$ cat src/rtl/core/shpl_pkg.sv
// Shared constants, payload types and the LFSR step for the shuffle playlist sequencer.
package shpl_pkg;

  localparam int CNT_W         = 5;
  localparam int SLOT_W        = 4;
  localparam int LFSR_W        = 32;
  localparam int CFG_IDX_W     = 2;
  localparam int DEF_MAX_SLOTS = 16;
  localparam int MOD_BITS      = 4;
  localparam int MOD_STEPS     = LFSR_W / MOD_BITS;
  localparam int MOD_CNT_W     = $clog2(MOD_STEPS);

  localparam logic [LFSR_W-1:0] LFSR_TAPS = 32'hD000_0001;

  localparam logic [CFG_IDX_W-1:0] REG_SLOT_COUNT     = 2'd0;
  localparam logic [CFG_IDX_W-1:0] REG_SHUFFLE_MODE   = 2'd1;
  localparam logic [CFG_IDX_W-1:0] REG_REPEAT_FOREVER = 2'd2;
  localparam logic [CFG_IDX_W-1:0] REG_RANDOM_SEED    = 2'd3;

  localparam logic FUNC_START = 1'b0;
  localparam logic FUNC_POLL  = 1'b1;

  typedef struct packed {
    logic func;
    logic player_playing;
    logic player_accepts;
  } in_item_t;

  typedef struct packed {
    logic              start_request;
    logic [SLOT_W-1:0] slot_number;
    logic              pause_request;
    logic              status_light;
    logic              done_flag;
    logic              start_ok;
  } out_item_t;

  // One shift of the right-shifting Galois LFSR.
  function automatic logic [LFSR_W-1:0] lfsr_step(input logic [LFSR_W-1:0] v);
    logic [LFSR_W-1:0] nxt;
    nxt = v >> 1;
    if (v[0]) nxt = nxt ^ LFSR_TAPS;
    return nxt;
  endfunction

endpackage

$ cat src/rtl/core/shuffle_playlist_sequencer_unit.sv
// Each shuffle swap costs one LFSR draw, eight 4-bit remainder steps and four
// order-table accesses through the order RAM. One request is handled at a time;
// a finished result waits in the output register while the next request is taken.
// Reset is synchronous: the state, configuration and status registers and rsp_valid clear, the LFSR loads 1.
module shuffle_playlist_sequencer_unit #(
  parameter int MAX_SLOTS = shpl_pkg::DEF_MAX_SLOTS
) (
  input  logic                                clk,
  input  logic                                rst,
  input  logic                                cmd_valid,
  output logic                                cmd_ready,
  input  shpl_pkg::in_item_t                  cmd,
  output logic                                rsp_valid,
  input  logic                                rsp_ready,
  output shpl_pkg::out_item_t                 rsp,
  input  logic                                cfg_valid,
  output logic                                cfg_ready,
  input  logic [shpl_pkg::CFG_IDX_W-1:0]      cfg_index,
  input  logic [shpl_pkg::LFSR_W-1:0]         cfg_data
);

  localparam int CNT_W  = shpl_pkg::CNT_W;
  localparam int SLOT_W = shpl_pkg::SLOT_W;
  localparam int LFSR_W = shpl_pkg::LFSR_W;
  localparam int IDX_W  = (MAX_SLOTS > 1) ? $clog2(MAX_SLOTS) : 1;
  localparam int WIDE_W = CNT_W + IDX_W;

  localparam logic [3:0] S_IDLE = 4'd0;
  localparam logic [3:0] S_FILL = 4'd1;
  localparam logic [3:0] S_DRAW = 4'd2;
  localparam logic [3:0] S_MOD  = 4'd3;
  localparam logic [3:0] S_RDHI = 4'd4;
  localparam logic [3:0] S_RDJ  = 4'd5;
  localparam logic [3:0] S_WHI  = 4'd6;
  localparam logic [3:0] S_WJ   = 4'd7;
  localparam logic [3:0] S_ADV  = 4'd8;
  localparam logic [3:0] S_TRY  = 4'd9;
  localparam logic [3:0] S_RD   = 4'd10;
  localparam logic [3:0] S_EMIT = 4'd11;

  logic [3:0]        state;
  logic [CNT_W-1:0]  slot_count;
  logic              shuffle_mode;
  logic              repeat_forever;
  logic [LFSR_W-1:0] lfsr;
  logic [CNT_W-1:0]  pos;
  logic              sound_started;
  logic              was_playing;
  logic              piece_done;
  logic              light_level;

  logic              accepts_l;
  logic              is_start;
  logic              res_started;
  logic [SLOT_W-1:0] res_slot;
  logic              res_paused;

  logic [CNT_W-1:0]  fill_k;
  logic [CNT_W-1:0]  div_i;
  logic [LFSR_W-1:0] dividend;
  logic [CNT_W-1:0]  rem;
  logic [shpl_pkg::MOD_CNT_W-1:0] mod_cnt;
  logic [IDX_W-1:0]  swap_tmp;

  logic [CNT_W-1:0]  n;
  logic [CNT_W-1:0]  hi_k;
  logic [WIDE_W-1:0] fill_wide, pos_wide, hi_wide, j_wide;
  logic [IDX_W-1:0]  fill_idx, pos_idx, hi_idx, j_idx;
  logic [SLOT_W+IDX_W-1:0] slot_wide;
  logic [SLOT_W-1:0] slot_val;

  logic              ram_we;
  logic [IDX_W-1:0]  ram_waddr;
  logic [IDX_W-1:0]  ram_wdata;
  logic [IDX_W-1:0]  ram_raddr;
  logic [IDX_W-1:0]  ram_rdata;

  logic [CNT_W-1:0]  mod_r;
  logic [LFSR_W-1:0] mod_d;

  // Slot counts above the table depth are used as the depth.
  assign n = (32'(slot_count) > MAX_SLOTS) ? CNT_W'(MAX_SLOTS) : slot_count;
  assign hi_k = div_i - CNT_W'(1);

  assign fill_wide = {{IDX_W{1'b0}}, fill_k};
  assign pos_wide  = {{IDX_W{1'b0}}, pos};
  assign hi_wide   = {{IDX_W{1'b0}}, hi_k};
  assign j_wide    = {{IDX_W{1'b0}}, rem};
  assign fill_idx  = fill_wide[IDX_W-1:0];
  assign pos_idx   = pos_wide[IDX_W-1:0];
  assign hi_idx    = hi_wide[IDX_W-1:0];
  assign j_idx     = j_wide[IDX_W-1:0];
  assign slot_wide = {{SLOT_W{1'b0}}, ram_rdata};
  assign slot_val  = slot_wide[SLOT_W-1:0];

  assign cmd_ready = (state == S_IDLE);
  assign cfg_ready = 1'b1;

  // Four restoring remainder steps per cycle; the divisor never exceeds 31.
  always_comb begin : mod_step
    logic [CNT_W:0]    r;
    logic [LFSR_W-1:0] d;
    r = {1'b0, rem};
    d = dividend;
    for (int b = 0; b < shpl_pkg::MOD_BITS; b++) begin
      r = {r[CNT_W-1:0], d[LFSR_W-1]};
      d = d << 1;
      if (r >= {1'b0, div_i}) r = r - {1'b0, div_i};
    end
    mod_r = r[CNT_W-1:0];
    mod_d = d;
  end

  always_comb begin
    ram_we    = 1'b0;
    ram_waddr = fill_idx;
    ram_wdata = fill_idx;
    ram_raddr = pos_idx;
    unique case (state)
      S_FILL: begin
        ram_we = (fill_k < n);
      end
      S_RDHI: begin
        ram_raddr = hi_idx;
      end
      S_RDJ: begin
        ram_raddr = j_idx;
      end
      S_WHI: begin
        ram_we    = 1'b1;
        ram_waddr = hi_idx;
        ram_wdata = ram_rdata;
      end
      S_WJ: begin
        ram_we    = 1'b1;
        ram_waddr = j_idx;
        ram_wdata = swap_tmp;
      end
      default: begin
        ram_raddr = pos_idx;
      end
    endcase
  end

  shpl_ram #(
    .WIDTH(IDX_W),
    .DEPTH(MAX_SLOTS)
  ) u_order_ram (
    .clk  (clk),
    .we   (ram_we),
    .waddr(ram_waddr),
    .wdata(ram_wdata),
    .raddr(ram_raddr),
    .rdata(ram_rdata)
  );

  always_ff @(posedge clk) begin
    if (rst) begin
      state          <= S_IDLE;
      slot_count     <= '0;
      shuffle_mode   <= 1'b0;
      repeat_forever <= 1'b0;
      lfsr           <= LFSR_W'(1);
      pos            <= '0;
      sound_started  <= 1'b0;
      was_playing    <= 1'b0;
      piece_done     <= 1'b0;
      light_level    <= 1'b0;
      rsp_valid      <= 1'b0;
    end else begin
      // The emit state reloads the output register itself when it is drained.
      if (rsp_valid && rsp_ready && (state != S_EMIT)) rsp_valid <= 1'b0;

      unique case (state)
        S_IDLE: begin
          if (cmd_valid) begin
            accepts_l   <= cmd.player_accepts;
            res_started <= 1'b0;
            res_slot    <= '0;
            res_paused  <= 1'b0;
            is_start    <= 1'b0;
            if (cmd.func == shpl_pkg::FUNC_START) begin
              if (n == '0) begin
                piece_done <= 1'b1;
                state      <= S_EMIT;
              end else begin
                pos           <= '0;
                sound_started <= 1'b0;
                piece_done    <= 1'b0;
                was_playing   <= 1'b0;
                is_start      <= 1'b1;
                fill_k        <= '0;
                state         <= S_FILL;
              end
            end else if (piece_done) begin
              state <= S_EMIT;
            end else if (sound_started && was_playing && !cmd.player_playing) begin
              // The sound that was started has ended: pause and move on.
              res_paused <= 1'b1;
              state      <= S_ADV;
            end else begin
              was_playing <= cmd.player_playing;
              light_level <= cmd.player_playing;
              state       <= S_EMIT;
            end
          end
        end
        S_FILL: begin
          if (fill_k < n) begin
            fill_k <= fill_k + CNT_W'(1);
          end else if (shuffle_mode && (n > CNT_W'(1))) begin
            div_i <= n;
            state <= S_DRAW;
          end else begin
            state <= S_TRY;
          end
        end
        S_DRAW: begin
          lfsr     <= shpl_pkg::lfsr_step(lfsr);
          dividend <= shpl_pkg::lfsr_step(lfsr);
          rem      <= '0;
          mod_cnt  <= '0;
          state    <= S_MOD;
        end
        S_MOD: begin
          dividend <= mod_d;
          rem      <= mod_r;
          mod_cnt  <= mod_cnt + shpl_pkg::MOD_CNT_W'(1);
          if (mod_cnt == shpl_pkg::MOD_CNT_W'(shpl_pkg::MOD_STEPS - 1)) state <= S_RDHI;
        end
        S_RDHI: begin
          state <= S_RDJ;
        end
        S_RDJ: begin
          swap_tmp <= ram_rdata;
          state    <= S_WHI;
        end
        S_WHI: begin
          state <= S_WJ;
        end
        S_WJ: begin
          div_i <= hi_k;
          if (div_i > CNT_W'(2)) state <= S_DRAW;
          else state <= S_TRY;
        end
        S_ADV: begin
          if (pos >= n) begin
            if (repeat_forever) begin
              pos    <= '0;
              fill_k <= '0;
              state  <= S_FILL;
            end else begin
              piece_done  <= 1'b1;
              light_level <= 1'b0;
              state       <= S_EMIT;
            end
          end else begin
            state <= S_TRY;
          end
        end
        S_TRY: begin
          if (!accepts_l) begin
            light_level <= 1'b0;
            state       <= S_EMIT;
          end else begin
            state <= S_RD;
          end
        end
        S_RD: begin
          res_started   <= 1'b1;
          res_slot      <= slot_val;
          light_level   <= 1'b1;
          sound_started <= 1'b1;
          was_playing   <= 1'b1;
          pos           <= pos + CNT_W'(1);
          state         <= S_EMIT;
        end
        S_EMIT: begin
          if (!rsp_valid || rsp_ready) begin
            rsp_valid         <= 1'b1;
            rsp.start_request <= res_started;
            rsp.slot_number   <= res_slot;
            rsp.pause_request <= res_paused;
            rsp.status_light  <= light_level;
            rsp.done_flag     <= piece_done;
            rsp.start_ok      <= res_started & is_start;
            state             <= S_IDLE;
          end
        end
        default: begin
          state <= S_IDLE;
        end
      endcase

      if (cfg_valid) begin
        unique case (cfg_index)
          shpl_pkg::REG_SLOT_COUNT:     slot_count     <= cfg_data[CNT_W-1:0];
          shpl_pkg::REG_SHUFFLE_MODE:   shuffle_mode   <= cfg_data[0];
          shpl_pkg::REG_REPEAT_FOREVER: repeat_forever <= cfg_data[0];
          shpl_pkg::REG_RANDOM_SEED:    lfsr <= (cfg_data == '0) ? LFSR_W'(1) : cfg_data;
          default: ;
        endcase
      end
    end
  end

`ifndef SYNTHESIS
  a_busy_after_cmd: assert property (@(posedge clk) disable iff (rst)
    cmd_valid && cmd_ready |=> !cmd_ready)
    else $error("sequencer still ready after taking a request");

  a_start_shape: assert property (@(posedge clk) disable iff (rst)
    rsp_valid && rsp.start_request |-> rsp.status_light && !rsp.done_flag)
    else $error("started slot reported with light off or playlist done");

  a_lfsr_nonzero: assert property (@(posedge clk) disable iff (rst)
    lfsr != '0)
    else $error("shuffle LFSR reached the all-zero lockup state");

  a_rem_bound: assert property (@(posedge clk) disable iff (rst)
    state == S_MOD |-> rem < div_i)
    else $error("partial remainder not below the divisor");
`endif

endmodule

$ cat src/rtl/core/shpl_ram.sv
// Generic single-write, single-read RAM with a registered read port.
module shpl_ram #(
  parameter int WIDTH = 4,
  parameter int DEPTH = 16
) (
  input  logic                                clk,
  input  logic                                we,
  input  logic [(DEPTH > 1 ? $clog2(DEPTH) : 1)-1:0] waddr,
  input  logic [WIDTH-1:0]                    wdata,
  input  logic [(DEPTH > 1 ? $clog2(DEPTH) : 1)-1:0] raddr,
  output logic [WIDTH-1:0]                    rdata
);

  logic [WIDTH-1:0] mem [DEPTH];

  always_ff @(posedge clk) begin
    if (we) mem[waddr] <= wdata;
    rdata <= mem[raddr];
  end

endmodule
$ cat config.mk
export PLATFORM = sky130hd
export DESIGN_NAME = shuffle_playlist_sequencer_unit
export DESIGN_NICKNAME = d
export VERILOG_FILES = /design/src/rtl/core/shpl_pkg.sv /design/src/rtl/core/shuffle_playlist_sequencer_unit.sv /design/src/rtl/core/shpl_ram.sv
export SDC_FILE = /design/constraint.sdc
export NUM_CORES = 1
export LEC_CHECK = 0
export BUFFER_PORTS_ARGS = -buffer_cell sky130_fd_sc_hd__buf_2
export CORE_ASPECT_RATIO = 0.9
export CORE_MARGIN = 4
export CORE_UTILIZATION = 43
export CTS_CLUSTER_SIZE = 24
export DETAILED_ROUTE_END_ITERATION = 12
export SYNTH_ARGS = -nofsm -noshare
export SYNTH_HDL_FRONTEND = slang
export SYNTH_SLANG_ARGS = --single-unit
$ cat constraint.sdc
create_clock -name clk -period 5.8 [get_ports clk]
set_input_delay 0.87 -clock clk [delete_from_list [all_inputs] [get_ports clk]]
set_output_delay 0.87 -clock clk [all_outputs]
set_load 0.005 [all_outputs]
==> run metrics <==
final core occ=52.63%; ys async rst share=0%; total gr overflow=0; Post-DRT Antenna Nets=0; clock edge transition at the registers on the reported setup and hold paths=0.08 ns; startpoint types=register; CTS HTree Levels=4; most common cell after layout, fill and taps aside=edfxtp_1; Starting DRT DRC Count=468; Slowest cell on crit path=fa_1; distinct cell type count after synthesis=67; Peak VDD IR=0.0002152 V; Power per Cell Area=407.5 nW/µm²; CTS tree=yes; Slew HR=18.86%; hold endpoint=rsp[3]; sequential cell area fraction in the yosys report=54.37%; Critical Path Stages=26; total design power=4666 µW; commonest non-fill, non-tap cells in the layout=edfxtp_1 (135), nand2_1 (113), nor2_1 (100); Vias/cell=5.263; Slew @ Worst Pin=1.217 ns; Num Clock Sinks=192; violated checks=setup timing; WP buf/inv=3; type of the worst min-delay path=reg -> reg; number of CTS-inserted buffers=17; HP Start=res_paused; Final Hold Fails=0; Synth Cell Area=9555 µm²; CP endpoint kind=register; FMAX=164.1 MHz; yosys warns=0; Worst Hold Path Cells=0; Worst path max stage delay=0.42 ns; FF-to-FF path depth=26; Worst Path Max Fanout=7; total nets after synthesis=927; EDFF count, synth=135; Synth Instances=846; Reg2Reg Setup Slack=-0.29 ns; Finished Layout Cells=1265; area grow syn2layout=19.85%; largest net degree at the start of global routing=63; Clock Path Buffers=2; initial core utilization=43.91%; detailed-placement wirelength estimate=14850 µm; Antenna diodes=0; #FFs+latches synth=192; Final min period=6.093 ns; Placed Instances=1211; WP data arrival=6.27 ns; GRT Util Overall=17.83%; post-DR wirelength/cell=16.92 µm; die height=149.4 µm; Pre-Repair DR Iteration Count=5; skew final=0.01728 ns; critical path class=reg -> reg; Crit path max-delay family=compound AO/OA/AOI/OAI gates; Max Slew Vio Count=0; Final period util=105.1%; RSZ-0062 raised after global routing=true; core area=21760 µm²; fillers=1874; Area after DPL=10590 µm²; MaxCap Viol Count=0; global-route wire length before repair=34750 µm; status=complete, but fails checks; worst r2r src=dividend[31]; CTS root buf=clkbuf_16; Critical Path RT=5.97 ns; fraction of layout cells with a size suffix above 1=23.61%; Final WS setup=-0.2931 ns; count of hold-fix buffers inserted at cts=0; gpl congestion=0.8732; worst reg2reg endpoint=rem[4]; Place WS=-0.3996 ns; Primary FF master, synth=edfxtp_1; row count=51; Clk Latency, worst-skew pair=0.44 ns; leakage power=0.004344 µW; final setup vio count=5; initial antenna violation count=1; Post-Route WL=21410 µm; PortBufs=52; die area=24670 µm²; Non-Filler Cell Area, Final=11450 µm²; die width=165.1 µm; detailed-route DRC error count=0; mean area per synthesized cell=11.29 µm²; Total Nets Final=1042; Top Ports=54; vias in the first global route=6509; Via Count=6658
state kept, by name (all words and copies together), names as in the netlist, 3 cells and up:
| signal | cells |
|---|---|
| div_i | 5 |
| dividend | 32 |
| fill_k | 5 |
| lfsr | 32 |
| mod_cnt | 3 |
| pos | 5 |
| rem | 5 |
| res_slot | 4 |
| rsp | 9 |
| slot_count | 5 |
| state | 4 |
| swap_tmp | 4 |
| u_order_ram.mem | 64 |
| u_order_ram.rdata | 4 |
worst reg2reg max path: cells and delay by family (launching register included):
kind | cells | cell delay, ns
flip-flops | 1 | 0.39
buffers and inverters | 3 | 0.27
multiplexers | 4 | 1.25
AND/OR/NAND/NOR | 6 | 0.68
adder cells (fa/ha/maj) | 5 | 1.60
AO/OA/AOI/OAI | 8 | 1.66
repair_timing:
action | in CTS | in global routing
pin swaps | 7 | 5
resized for setup | 4 | 8
setup endpoints to repair | 5 | 5
buffers inserted | 18 | 4
final cells by class:
| class | instances | area, µm² | area share [%] |
|---|---|---|---|
| inverter | 19 | 73.82 | 0.6446 |
| tap | 291 | 364.1 | 3.179 |
| clock inverter | 15 | 222.7 | 1.945 |
| timing repair buffer | 135 | 883.3 | 7.713 |
| sequential | 192 | 5195 | 45.36 |
| clock buffer | 17 | 425.4 | 3.715 |
| multi-input combinational | 596 | 4288 | 37.44 |
metrics by stage:
step                      TNS [ns]  hold WS [ns]
after floorplan            -0.5304        0.4003
after global placement      -1.051        0.4019
after detailed placement    -1.796        0.4054
after CTS                  -0.7207        0.4286
after global routing        -2.900        0.4355
final                       -1.272        0.4301
Yosys cell counts, types with 12 or more instances:
cell / count / share of area [%]
nand3_1: 14 / 0.73
nor3_1: 17 / 0.89
mux4_2: 16 / 3.8
a21o_1: 12 / 0.94
mux2i_1: 54 / 5.7
nor2_1: 102 / 4.0
xnor2_1: 16 / 1.5
a21oi_1: 39 / 2.0
a211oi_1: 38 / 3.0
clkbuf_1: 29 / 1.1
edfxtp_1: 135 / 42
dfxtp_1: 57 / 12
nand2_1: 113 / 4.4
o21ai_0: 15 / 0.79
inv_1: 18 / 0.71
ha_1: 35 / 4.6
how the worst max path moves through the flow:
stage	start	slack, ns	endpoint
2_1_floorplan	div_i[0]	-0.12	rem[1]
3_3_place_gp	dividend[31]	-0.23	rem[3]
3_5_place_dp	dividend[31]	-0.40	rem[1]
4_1_cts	dividend[31]	-0.18	rem[4]
5_1_grt	dividend[31]	-0.62	rem[4]
6_report	dividend[31]	-0.29	rem[4]
report_power, final:
group / switching [µW] / internal (µW) / total (µW) / leakage [µW]
sequential: 92.3 / 1650 / 1750 / 0.00170
clock: 637 / 613 / 1250 / 0.000311
combinational: 866 / 804 / 1670 / 0.00233
total: 1600 / 3070 / 4670 / 0.00434
layer usage:
metal	wire length (µm)	track usage, %	part of all wire (%)	up-vias
met1	10500	26.66	49	3165
met4	225	4.033	1.1	2
li1	-	-	-	3337
met3	833	3.305	3.9	22
met2	9845	27.10	46	132
met5	7	0	0.033	-
logic make-up (layout without fill, tap and decap cells):
| logic type | after synthesis | after routing | share of synthesized area [%] |
|---|---|---|---|
| fa+ha+maj | 39 | 39 | 5.421 |
| flops | 192 | 192 | 54.37 |
| other cells | 1 | 1 | 0.03924 |
| compound gates | 144 | 144 | 10.49 |
| mux | 75 | 75 | 10.13 |
| buf+inv | 58 | 186 | 2.462 |
| simple gates | 314 | 314 | 14.98 |
| xor+xnor | 23 | 23 | 2.108 |
Note: power is estimated with default switching activity, not from simulation.
